`src/rtl/pwvm_pkg.sv`:
```
// ----------------------------------------------------------------------------
// pwvm_pkg: shared types and constants for the wavetable voice mixer
// Voice word layout, sequencer states, opcode/status codes, step table
// and the waveform lookup.
// ----------------------------------------------------------------------------
package pwvm_pkg;

    localparam logic OP_TICK = 1'b0;
    localparam logic OP_NOTE = 1'b1;

    localparam logic [7:0] STATUS_NOTE_OFF = 8'h80;
    localparam logic [7:0] STATUS_NOTE_ON  = 8'h90;

    localparam logic [1:0] WAVE_TRI  = 2'd0;
    localparam logic [1:0] WAVE_SQ50 = 2'd1;
    localparam logic [1:0] WAVE_SQ25 = 2'd2;
    localparam logic [1:0] WAVE_RESET = WAVE_SQ25;

    localparam int PHASE_FULL = 131071;
    localparam int RATE_HZ    = 32000;
    localparam int MIX_MAX    = 262143;
    localparam int MIX_MIN    = -262144;
    localparam int MIX_W      = 19;

    typedef struct packed {
        logic [15:0] phase;
        logic [6:0]  note;
        logic [6:0]  level;
    } voice_t;

    typedef enum logic [4:0] {
        ST_IDLE   = 5'b00001,
        ST_FIRST  = 5'b00010,
        ST_RUN    = 5'b00100,
        ST_ASSIGN = 5'b01000,
        ST_DONE   = 5'b10000
    } seq_state_t;

    // integer part of the equal-tempered note frequency in Hz
    localparam logic [13:0] NOTE_HZ [128] = '{
        14'd8, 14'd8, 14'd9, 14'd9, 14'd10, 14'd10, 14'd11, 14'd12,
        14'd12, 14'd13, 14'd14, 14'd15,
        14'd16, 14'd17, 14'd18, 14'd19, 14'd20, 14'd21, 14'd23, 14'd24,
        14'd25, 14'd27, 14'd29, 14'd30,
        14'd32, 14'd34, 14'd36, 14'd38, 14'd41, 14'd43, 14'd46, 14'd48,
        14'd51, 14'd55, 14'd58, 14'd61,
        14'd65, 14'd69, 14'd73, 14'd77, 14'd82, 14'd87, 14'd92, 14'd97,
        14'd103, 14'd110, 14'd116, 14'd123,
        14'd130, 14'd138, 14'd146, 14'd155, 14'd164, 14'd174, 14'd184, 14'd195,
        14'd207, 14'd220, 14'd233, 14'd246,
        14'd261, 14'd277, 14'd293, 14'd311, 14'd329, 14'd349, 14'd369, 14'd391,
        14'd415, 14'd440, 14'd466, 14'd493,
        14'd523, 14'd554, 14'd587, 14'd622, 14'd659, 14'd698, 14'd739, 14'd783,
        14'd830, 14'd880, 14'd932, 14'd987,
        14'd1046, 14'd1108, 14'd1174, 14'd1244, 14'd1318, 14'd1396, 14'd1479,
        14'd1567, 14'd1661, 14'd1760, 14'd1864, 14'd1975,
        14'd2093, 14'd2217, 14'd2349, 14'd2489, 14'd2637, 14'd2793, 14'd2959,
        14'd3135, 14'd3322, 14'd3520, 14'd3729, 14'd3951,
        14'd4186, 14'd4434, 14'd4698, 14'd4978, 14'd5274, 14'd5587, 14'd5919,
        14'd6271, 14'd6644, 14'd7040, 14'd7458, 14'd7902,
        14'd8372, 14'd8869, 14'd9397, 14'd9956, 14'd10548, 14'd11175, 14'd11839,
        14'd12543
    };

    typedef logic [15:0] step_rom_t [128];

    // evaluated at elaboration only
    function automatic step_rom_t build_step_rom();
        step_rom_t   rom;
        logic [31:0] prod;
        for (int n = 0; n < 128; n++) begin
            prod   = 32'(NOTE_HZ[n]) * 32'(PHASE_FULL);
            rom[n] = 16'(prod / RATE_HZ);
        end
        return rom;
    endfunction

    localparam step_rom_t STEP_ROM = build_step_rom();

    // top2: two msbs of the phase; frac: phase[14:0] with bits below the
    // table index cleared, i.e. (index mod half-table) * step size
    function automatic logic signed [16:0] table_value(
        input logic [1:0]  sel,
        input logic [1:0]  top2,
        input logic [14:0] frac
    );
        logic signed [16:0] f;
        logic signed [16:0] tri_v;
        logic signed [16:0] sq50;
        logic signed [16:0] sq25;
        logic signed [16:0] res;
        f = $signed({2'b00, frac});
        unique case (top2)
            2'b10:   tri_v = 17'sd16383 - f;
            2'b11:   tri_v = 17'sd16384 - f;
            default: tri_v = f - 17'sd16384;
        endcase
        sq50 = top2[1] ? 17'sd16383 : -17'sd16384;
        sq25 = (top2 == 2'b11) ? 17'sd16383 : -17'sd16384;
        unique case (sel)
            WAVE_TRI:  res = tri_v;
            WAVE_SQ50: res = sq50;
            default:   res = sq25;
        endcase
        return res;
    endfunction

endpackage

```
`src/rtl/pwvm_ram.sv`:
```
// ----------------------------------------------------------------------------
// pwvm_ram: generic simple dual-port RAM
// One write port, one read port, registered read data.
// ----------------------------------------------------------------------------
module pwvm_ram #(
    parameter int WIDTH = 30,
    parameter int DEPTH = 16
) (
    input  logic                                     clk,
    input  logic                                     we,
    input  logic [((DEPTH > 1) ? $clog2(DEPTH) : 1)-1:0] waddr,
    input  logic [WIDTH-1:0]                         wdata,
    input  logic [((DEPTH > 1) ? $clog2(DEPTH) : 1)-1:0] raddr,
    output logic [WIDTH-1:0]                         rdata
);

    logic [WIDTH-1:0] mem [DEPTH];

    always_ff @(posedge clk)
    begin
        if (we)
        begin
            mem[waddr] <= wdata;
        end
        rdata <= mem[raddr];
    end

endmodule

```
`src/rtl/poly_wavetable_voice_mixer.sv`:
```
// ----------------------------------------------------------------------------
// poly_wavetable_voice_mixer: polyphonic wavetable synthesizer with mixer
// Note events update the voice table; sample ticks sum the active voices'
// waveform values and advance their phases, one voice per cycle.
// ----------------------------------------------------------------------------
//  channel  | signals                                   | direction
//  ---------+-------------------------------------------+----------
//  in       | in_valid, in_ready, opcode, status,       | input
//           | note_number, velocity                     |
//  out      | out_valid, out_ready, mix_sample          | output
//  cfg      | cfg_valid, cfg_ready, cfg_data            | input
//
//  From one accepted request to the next, a tick passes a RAM read lead-in state,
//  a pass at one voice per cycle through the shared adder and RAM write port,
//  a wrap-up state and the idle state; a note on/off takes the same path with
//  no wrap-up, and an unmatched note on that claims a voice adds a write state.
//  Other status bytes are taken in the idle state and change nothing.
//  A finished tick waits in the wrap-up state only while a previous sample
//  is still held on the output. Voice state comes out of reset cleared by
//  per-voice valid bits, with no clearing pass. cfg_ready is always high.
// ----------------------------------------------------------------------------
module poly_wavetable_voice_mixer #(
    parameter int VOICES     = 16,
    parameter int TABLE_BITS = 4
) (
    input  logic                          clk,
    input  logic                          rst_n,
    input  logic                          in_valid,
    output logic                          in_ready,
    input  logic                          opcode,
    input  logic [7:0]                    status,
    input  logic [6:0]                    note_number,
    input  logic [6:0]                    velocity,
    output logic                          out_valid,
    input  logic                          out_ready,
    output logic signed [pwvm_pkg::MIX_W-1:0] mix_sample,
    input  logic                          cfg_valid,
    output logic                          cfg_ready,
    input  logic [1:0]                    cfg_data
);

    import pwvm_pkg::*;

    localparam int VW       = (VOICES > 1) ? $clog2(VOICES) : 1;
    localparam int ACC_RAW  = 17 + $clog2(VOICES + 1);
    localparam int ACC_W    = (ACC_RAW < MIX_W) ? MIX_W : ACC_RAW;
    localparam logic [VW-1:0] LAST_IDX = VW'(VOICES - 1);
    localparam logic [14:0] FRAC_MASK =
        15'(((1 << (TABLE_BITS - 1)) - 1) << (16 - TABLE_BITS));
    localparam logic signed [ACC_W-1:0] SAT_HI = ACC_W'(MIX_MAX);
    localparam logic signed [ACC_W-1:0] SAT_LO = ACC_W'(MIX_MIN);

    seq_state_t              state_reg, state_next;
    logic [VW-1:0]           cnt_reg, cnt_next;
    logic                    tick_reg, tick_next;
    logic                    off_reg, off_next;
    logic [6:0]              note_reg, note_next;
    logic [6:0]              vel_reg, vel_next;
    logic                    matched_reg, matched_next;
    logic                    free_found_reg, free_found_next;
    logic [VW-1:0]           free_idx_reg, free_idx_next;
    logic [15:0]             free_phase_reg, free_phase_next;
    logic signed [ACC_W-1:0] acc_reg, acc_next;
    logic                    out_valid_reg, out_valid_next;
    logic [MIX_W-1:0]        mix_reg, mix_next;
    logic [1:0]              wave_sel_reg, wave_sel_next;
    logic [VOICES-1:0]       valid_reg, valid_next;

    logic                    ram_we;
    logic [VW-1:0]           ram_waddr;
    logic [VW-1:0]           ram_raddr;
    voice_t                  ram_wdata;
    logic [$bits(voice_t)-1:0] ram_rdata;

    voice_t                  cur;
    logic                    last;
    logic signed [16:0]      tv;
    logic                    done_load;

    pwvm_ram #(
        .WIDTH ($bits(voice_t)),
        .DEPTH (VOICES)
    ) u_voice_ram (
        .clk   (clk),
        .we    (ram_we),
        .waddr (ram_waddr),
        .wdata (ram_wdata),
        .raddr (ram_raddr),
        .rdata (ram_rdata)
    );

    // never-written voices read as the reset state
    assign cur  = valid_reg[cnt_reg] ? voice_t'(ram_rdata) : '0;
    assign last = (cnt_reg == LAST_IDX);
    assign tv   = table_value(wave_sel_reg, cur.phase[15:14], cur.phase[14:0] & FRAC_MASK);

    assign in_ready   = (state_reg == ST_IDLE);
    assign cfg_ready  = 1'b1;
    assign out_valid  = out_valid_reg;
    assign mix_sample = $signed(mix_reg);

    always_comb
    begin
        state_next      = state_reg;
        cnt_next        = cnt_reg;
        tick_next       = tick_reg;
        off_next        = off_reg;
        note_next       = note_reg;
        vel_next        = vel_reg;
        matched_next    = matched_reg;
        free_found_next = free_found_reg;
        free_idx_next   = free_idx_reg;
        free_phase_next = free_phase_reg;
        acc_next        = acc_reg;
        out_valid_next  = out_valid_reg;
        mix_next        = mix_reg;
        wave_sel_next   = wave_sel_reg;
        valid_next      = valid_reg;
        ram_we          = 1'b0;
        ram_waddr       = cnt_reg;
        ram_wdata       = cur;
        ram_raddr       = '0;
        done_load       = 1'b0;

        if (cfg_valid)
        begin
            wave_sel_next = cfg_data;
        end

        if (out_valid_reg && out_ready)
        begin
            out_valid_next = 1'b0;
        end

        unique case (state_reg)
            ST_IDLE:
            begin
                if (in_valid)
                begin
                    tick_next       = (opcode == OP_TICK);
                    off_next        = (status == STATUS_NOTE_OFF);
                    note_next       = note_number;
                    vel_next        = velocity;
                    matched_next    = 1'b0;
                    free_found_next = 1'b0;
                    acc_next        = '0;
                    if (opcode == OP_TICK || status == STATUS_NOTE_OFF ||
                        status == STATUS_NOTE_ON)
                    begin
                        state_next = ST_FIRST;
                    end
                end
            end
            ST_FIRST:
            begin
                ram_raddr  = '0;
                cnt_next   = '0;
                state_next = ST_RUN;
            end
            ST_RUN:
            begin
                ram_raddr = last ? '0 : cnt_reg + VW'(1);
                cnt_next  = last ? cnt_reg : cnt_reg + VW'(1);
                if (tick_reg)
                begin
                    if (cur.level != 7'd0)
                    begin
                        acc_next        = acc_reg + ACC_W'(tv);
                        ram_we          = 1'b1;
                        ram_wdata.phase = cur.phase + STEP_ROM[cur.note];
                    end
                end
                else
                begin
                    if (cur.note == note_reg)
                    begin
                        matched_next    = 1'b1;
                        ram_we          = 1'b1;
                        ram_wdata.level = off_reg ? 7'd0 : vel_reg;
                    end
                    // first silent voice, judged before any update of this request
                    if (cur.level == 7'd0 && !free_found_reg)
                    begin
                        free_found_next = 1'b1;
                        free_idx_next   = cnt_reg;
                        free_phase_next = cur.phase;
                    end
                end
                if (last)
                begin
                    if (tick_reg)
                    begin
                        state_next = ST_DONE;
                    end
                    else if (!off_reg && !matched_next && free_found_next)
                    begin
                        state_next = ST_ASSIGN;
                    end
                    else
                    begin
                        state_next = ST_IDLE;
                    end
                end
            end
            ST_ASSIGN:
            begin
                ram_we          = 1'b1;
                ram_waddr       = free_idx_reg;
                ram_wdata.phase = free_phase_reg;
                ram_wdata.note  = note_reg;
                ram_wdata.level = vel_reg;
                state_next      = ST_IDLE;
            end
            ST_DONE:
            begin
                if (!out_valid_reg || out_ready)
                begin
                    done_load      = 1'b1;
                    out_valid_next = 1'b1;
                    if (acc_reg > SAT_HI)
                    begin
                        mix_next = SAT_HI[MIX_W-1:0];
                    end
                    else if (acc_reg < SAT_LO)
                    begin
                        mix_next = SAT_LO[MIX_W-1:0];
                    end
                    else
                    begin
                        mix_next = acc_reg[MIX_W-1:0];
                    end
                    state_next = ST_IDLE;
                end
            end
            default:
            begin
                state_next = ST_IDLE;
            end
        endcase

        if (ram_we)
        begin
            valid_next[ram_waddr] = 1'b1;
        end
    end

    always_ff @(posedge clk or negedge rst_n)
    begin
        if (!rst_n)
        begin
            state_reg      <= ST_IDLE;
            cnt_reg        <= '0;
            tick_reg       <= 1'b0;
            off_reg        <= 1'b0;
            matched_reg    <= 1'b0;
            free_found_reg <= 1'b0;
            out_valid_reg  <= 1'b0;
            wave_sel_reg   <= WAVE_RESET;
            valid_reg      <= '0;
        end
        else
        begin
            state_reg      <= state_next;
            cnt_reg        <= cnt_next;
            tick_reg       <= tick_next;
            off_reg        <= off_next;
            matched_reg    <= matched_next;
            free_found_reg <= free_found_next;
            out_valid_reg  <= out_valid_next;
            wave_sel_reg   <= wave_sel_next;
            valid_reg      <= valid_next;
        end
    end

    always_ff @(posedge clk)
    begin
        note_reg       <= note_next;
        vel_reg        <= vel_next;
        free_idx_reg   <= free_idx_next;
        free_phase_reg <= free_phase_next;
        acc_reg        <= acc_next;
        mix_reg        <= mix_next;
    end

    a_state_onehot: assert property (@(posedge clk) disable iff (!rst_n)
        $onehot(state_reg))
        else $error("sequencer state not one-hot");

    a_cnt_range: assert property (@(posedge clk) disable iff (!rst_n)
        (state_reg == ST_RUN) |-> (cnt_reg <= LAST_IDX))
        else $error("voice counter out of range");

    a_we_scope: assert property (@(posedge clk) disable iff (!rst_n)
        ram_we |-> (state_reg == ST_RUN || state_reg == ST_ASSIGN))
        else $error("voice RAM written outside a voice pass");

    a_done_out: assert property (@(posedge clk) disable iff (!rst_n)
        done_load |=> (out_valid_reg && state_reg == ST_IDLE))
        else $error("finished tick did not reach the output register");

endmodule

```
`config.mk`:
```
export PLATFORM = sky130hd
export DESIGN_NAME = poly_wavetable_voice_mixer
export DESIGN_NICKNAME = d
export VERILOG_FILES = /design/src/rtl/pwvm_pkg.sv /design/src/rtl/pwvm_ram.sv /design/src/rtl/poly_wavetable_voice_mixer.sv
export SDC_FILE = /design/constraint.sdc
export NUM_CORES = 1
export LEC_CHECK = 0
export BUFFER_PORTS_ARGS = -buffer_cell sky130_fd_sc_hd__buf_2
export CAP_MARGIN = 20
export CORE_MARGIN = 2
export CORE_UTILIZATION = 54
export CTS_BUF_LIST = sky130_fd_sc_hd__clkbuf_16
export DETAILED_ROUTE_END_ITERATION = 12
export HOLD_SLACK_MARGIN = 0.15
export PLACE_DENSITY = 0.77
export SKIP_CTS_REPAIR_TIMING = 1
export SLEW_MARGIN = 20
export SYNTH_ARGS = -nofsm -noshare
export SYNTH_HDL_FRONTEND = slang
export SYNTH_SLANG_ARGS = --single-unit
```
`constraint.sdc`:
```
create_clock -name clk -period 11.7 [get_ports clk]
set_clock_uncertainty 0.05 [all_clocks]
set_input_delay 1.17 -clock clk [delete_from_list [all_inputs] [get_ports clk]]
set_output_delay 1.17 -clock clk [all_outputs]
set_load 0.02 [all_outputs]
```
==> results.cfg <==
[run_status]
status = complete, no violations

[drt]
drc = 0
dr.pass1.iters = 7
vias = 18700
antenna_left = 0
routed_wl_mm = 73.5
vias_per_cell = 6.61
drt_iter0_drc = 2145
wl_per_cell_microns = 26.0

[finish]
drive_above_1_share = 0.144
num-fill-cells = 3839
multiInputGateArea_sq_um = 9210
area_delta_synth_final_pct = 11.0
regArea_sq_um = 18100
finish.instance_area_sq_um = 30800
fin_util = 0.603
largest_register_ffs = 480
fin_nets = 2170

[synthesis]
synth_top_cell_area_share = 0.601
synth_cell_types = 79
synth_xor_area_frac = 0.0117
ys_seq_area_frac = 0.651
synthAdderAreaFrac = 0.0222
synthSimpleGateAreaFrac = 0.0946
synth_top_family_by_area = compound AO/OA/AOI/OAI gates
synth_mux_area_frac = 0.0577
synth_top_cell_by_area = edfxtp_1
synth_area_leaders = edfxtp_1 (60%), mux4_2 (5.3%), nand2_1 (2.9%), a211oi_1 (2.9%), dfrtp_1 (2.7%)
synth_warnings = 0
async_flop_share = 0.0519
synth_edf_count = 555
synth_nets = 2148
ys_ff_latch = 617
synth_compound_area_frac = 0.138
synthFlopType = edfxtp_1
syn_avg_cell_area_sq_um = 13.4
synthesis.area_sq_um = 27800
syn_inst = 2070

[sta]
tightest_slew_ns = 1.11
finalSetupViolCount = 0
tns_ns = 0
final_hold_viol_count = 0
min_period_ns = 7.85
fin_crit_sh = 0.671
slew_headroom = 0.255
rsz0062_at_grt = false
fmax_ghz = 0.127
finalMaxSlewViolations = 0

[cts]
worstSkewPairLatency_ns = 0.66
clkSinkCount = 617
cts_tree = built
cts_root_buf = clkbuf_16
numCtsBuffers = 60
clk_path_buf_depth = 3
clkTransAtPathRegs_ns = 0.06
h-tree-depth = 2

[floorplanning]
die_w_microns = 231
start_util = 0.543
rows = 83
dieHeight_microns = 231
ios = 52
core-area_sq_um = 51100
die_area_sq_um = 53200

[placed_design]
dpl_cell_area_sq_um = 28900
portBuffers = 50
gp_congestion = 0.904
dp_hpwl_mm = 41.9

[global_route]
grt_overflow = 0
grt_max_degree = 85
grt_pass1_wl_mm = 112
antenna_found_initial = 1
track_usage = 0.277
grt_pass1_vias = 18400

[hold_path]
hp-class = reg -> reg

[critical_path]
cp-end-kind = register
r2r_slack_ns = 3.85
arrival_ns = 8.04
r2r-start = cnt_reg[0]$_DFFE_PN0P_
endpoint = u_voice_ram.mem[12][28]$_DFFE_PP_
startpoint = cnt_reg[0]$_DFFE_PN0P_
critPathMaxFanout = 61
r2r-end = u_voice_ram.mem[12][28]$_DFFE_PP_
critPathLaunchType = register
rr_worst_depth = 23
critPathKind = reg -> reg
required_ns = 11.89

[flow_run]
maxCapViolations = 0

[pwr]
p_leak_nw = 11.2
power.density_nw_per_um2 = 169
ir_drop_uv = 189
## power by group
group	switching, mW	total, mW	internal (mW)	leakage [nW]
registers	0.0670	2.55	2.48	6.12
clock network	0.824	1.85	1.02	0.986
logic	0.513	0.798	0.285	4.12
total	1.40	5.19	3.79	11.2
## routing by layer
| layer | track usage | share of wire | wire length, microns |
|---|---|---|---|
| met5 | 0 | 0 | 0 |
| met4 | 0.111 | 0.036 | 2640 |
| met3 | 0.0413 | 0.088 | 6470 |
| met2 | 0.447 | 0.48 | 35100 |
| met1 | 0.382 | 0.40 | 29300 |
## critical path: stages (launching register included)
cell and delay [ns]:
dfrtp_1 0.56, inv_6 0.61, mux2i_2 0.25, o21ai_2 0.53, nand2_1 0.28, inv_1 0.19
ha_1 0.47, nand2b_1 0.27, o21ai_0 0.13, a21oi_1 0.21, o211ai_1 0.11, nand2_1 0.10
a21oi_1 0.04, nor4_1 0.55, ha_1 0.39, a21o_1 0.18, a21oi_1 0.26, nor2b_1 0.09
o21a_1 0.19, o41ai_1 0.51, o21ai_0 0.27, o21ai_0 0.27, mux2i_1 0.11, o211ai_1 0.82
## Yosys cell counts (14+ instances only)
cell type and count:
nor3_1 22, dfrtp_1 30, and2_1 24, xnor2_1 22, ha_1 46, a22oi_1 15, inv_1 26, a311oi_1 62
o21a_1 23, clkbuf_1 132, a21oi_1 127, a211oi_1 107, a21o_1 14, nand2_1 216, a31oi_1 20, o21ai_0 89
xor2_1 15, edfxtp_1 555, and3_1 75, nor2_1 125, dfxtp_1 30, nand3_1 24, mux4_2 65
## per-stage QoR
step	power, mW	std cells	setup WS, ns	hold WS, ns
floorplan	3.15	2070	5.16	0.378
CTS	5.21	2821	3.98	0.414
global route	5.37	2822	3.26	0.437
finish	5.19	2823	3.85	0.415
detailed placement	3.38	2709	4.13	0.400
global placement	3.37	2708	4.30	0.402
## layout by cell type (no fill, tap or decap), types with 19 or more instances in the layout
master and instances:
clkbuf_16 60, inv_1 43, a211oi_1 107, buf_2 50, buf_4 54, edfxtp_1 555
ha_1 46, xnor2_1 22, o21ai_0 89, nor3_1 22, a311oi_1 62, mux4_2 65
and3_1 74, nand2_1 213, dfxtp_1 28, a21oi_1 127, dfrtp_1 30, and2_1 24
nand3_1 24, nor2_1 106, o21a_1 23, a31oi_1 19
## cell families after synthesis
group / after synthesis
flops: 617
simple gates: 560
compound gates: 555
buf+inv: 174
mux: 78
fa+ha+maj: 48
xor+xnor: 37
other cells: 1
## worst min-delay path by stage
stage	startpoint	to	slack, ns	cells after the start
after floorplan	valid_reg[10]$_DFFE_PN0P_	valid_reg[10]$_DFFE_PN0P_	0.38	1
after global placement	valid_reg[15]$_DFFE_PN0P_	valid_reg[15]$_DFFE_PN0P_	0.40	1
after detailed placement	valid_reg[14]$_DFFE_PN0P_	valid_reg[14]$_DFFE_PN0P_	0.40	1
after CTS	valid_reg[14]$_DFFE_PN0P_	valid_reg[14]$_DFFE_PN0P_	0.41	1
after global routing	valid_reg[10]$_DFFE_PN0P_	valid_reg[10]$_DFFE_PN0P_	0.44	1
final	valid_reg[14]$_DFFE_PN0P_	valid_reg[14]$_DFFE_PN0P_	0.41	1
## layout make-up
type                    instances  area share
clock inverters                52      0.0126
inverters                      29     0.00370
well taps                     680      0.0276
diodes                          1   0.0000812
repair buffers                105      0.0217
flip-flops and latches        617       0.587
multi-input cells            1279       0.299
clock buffers                  60      0.0487
No activity file was read; power rests on OpenSTA's default activity.
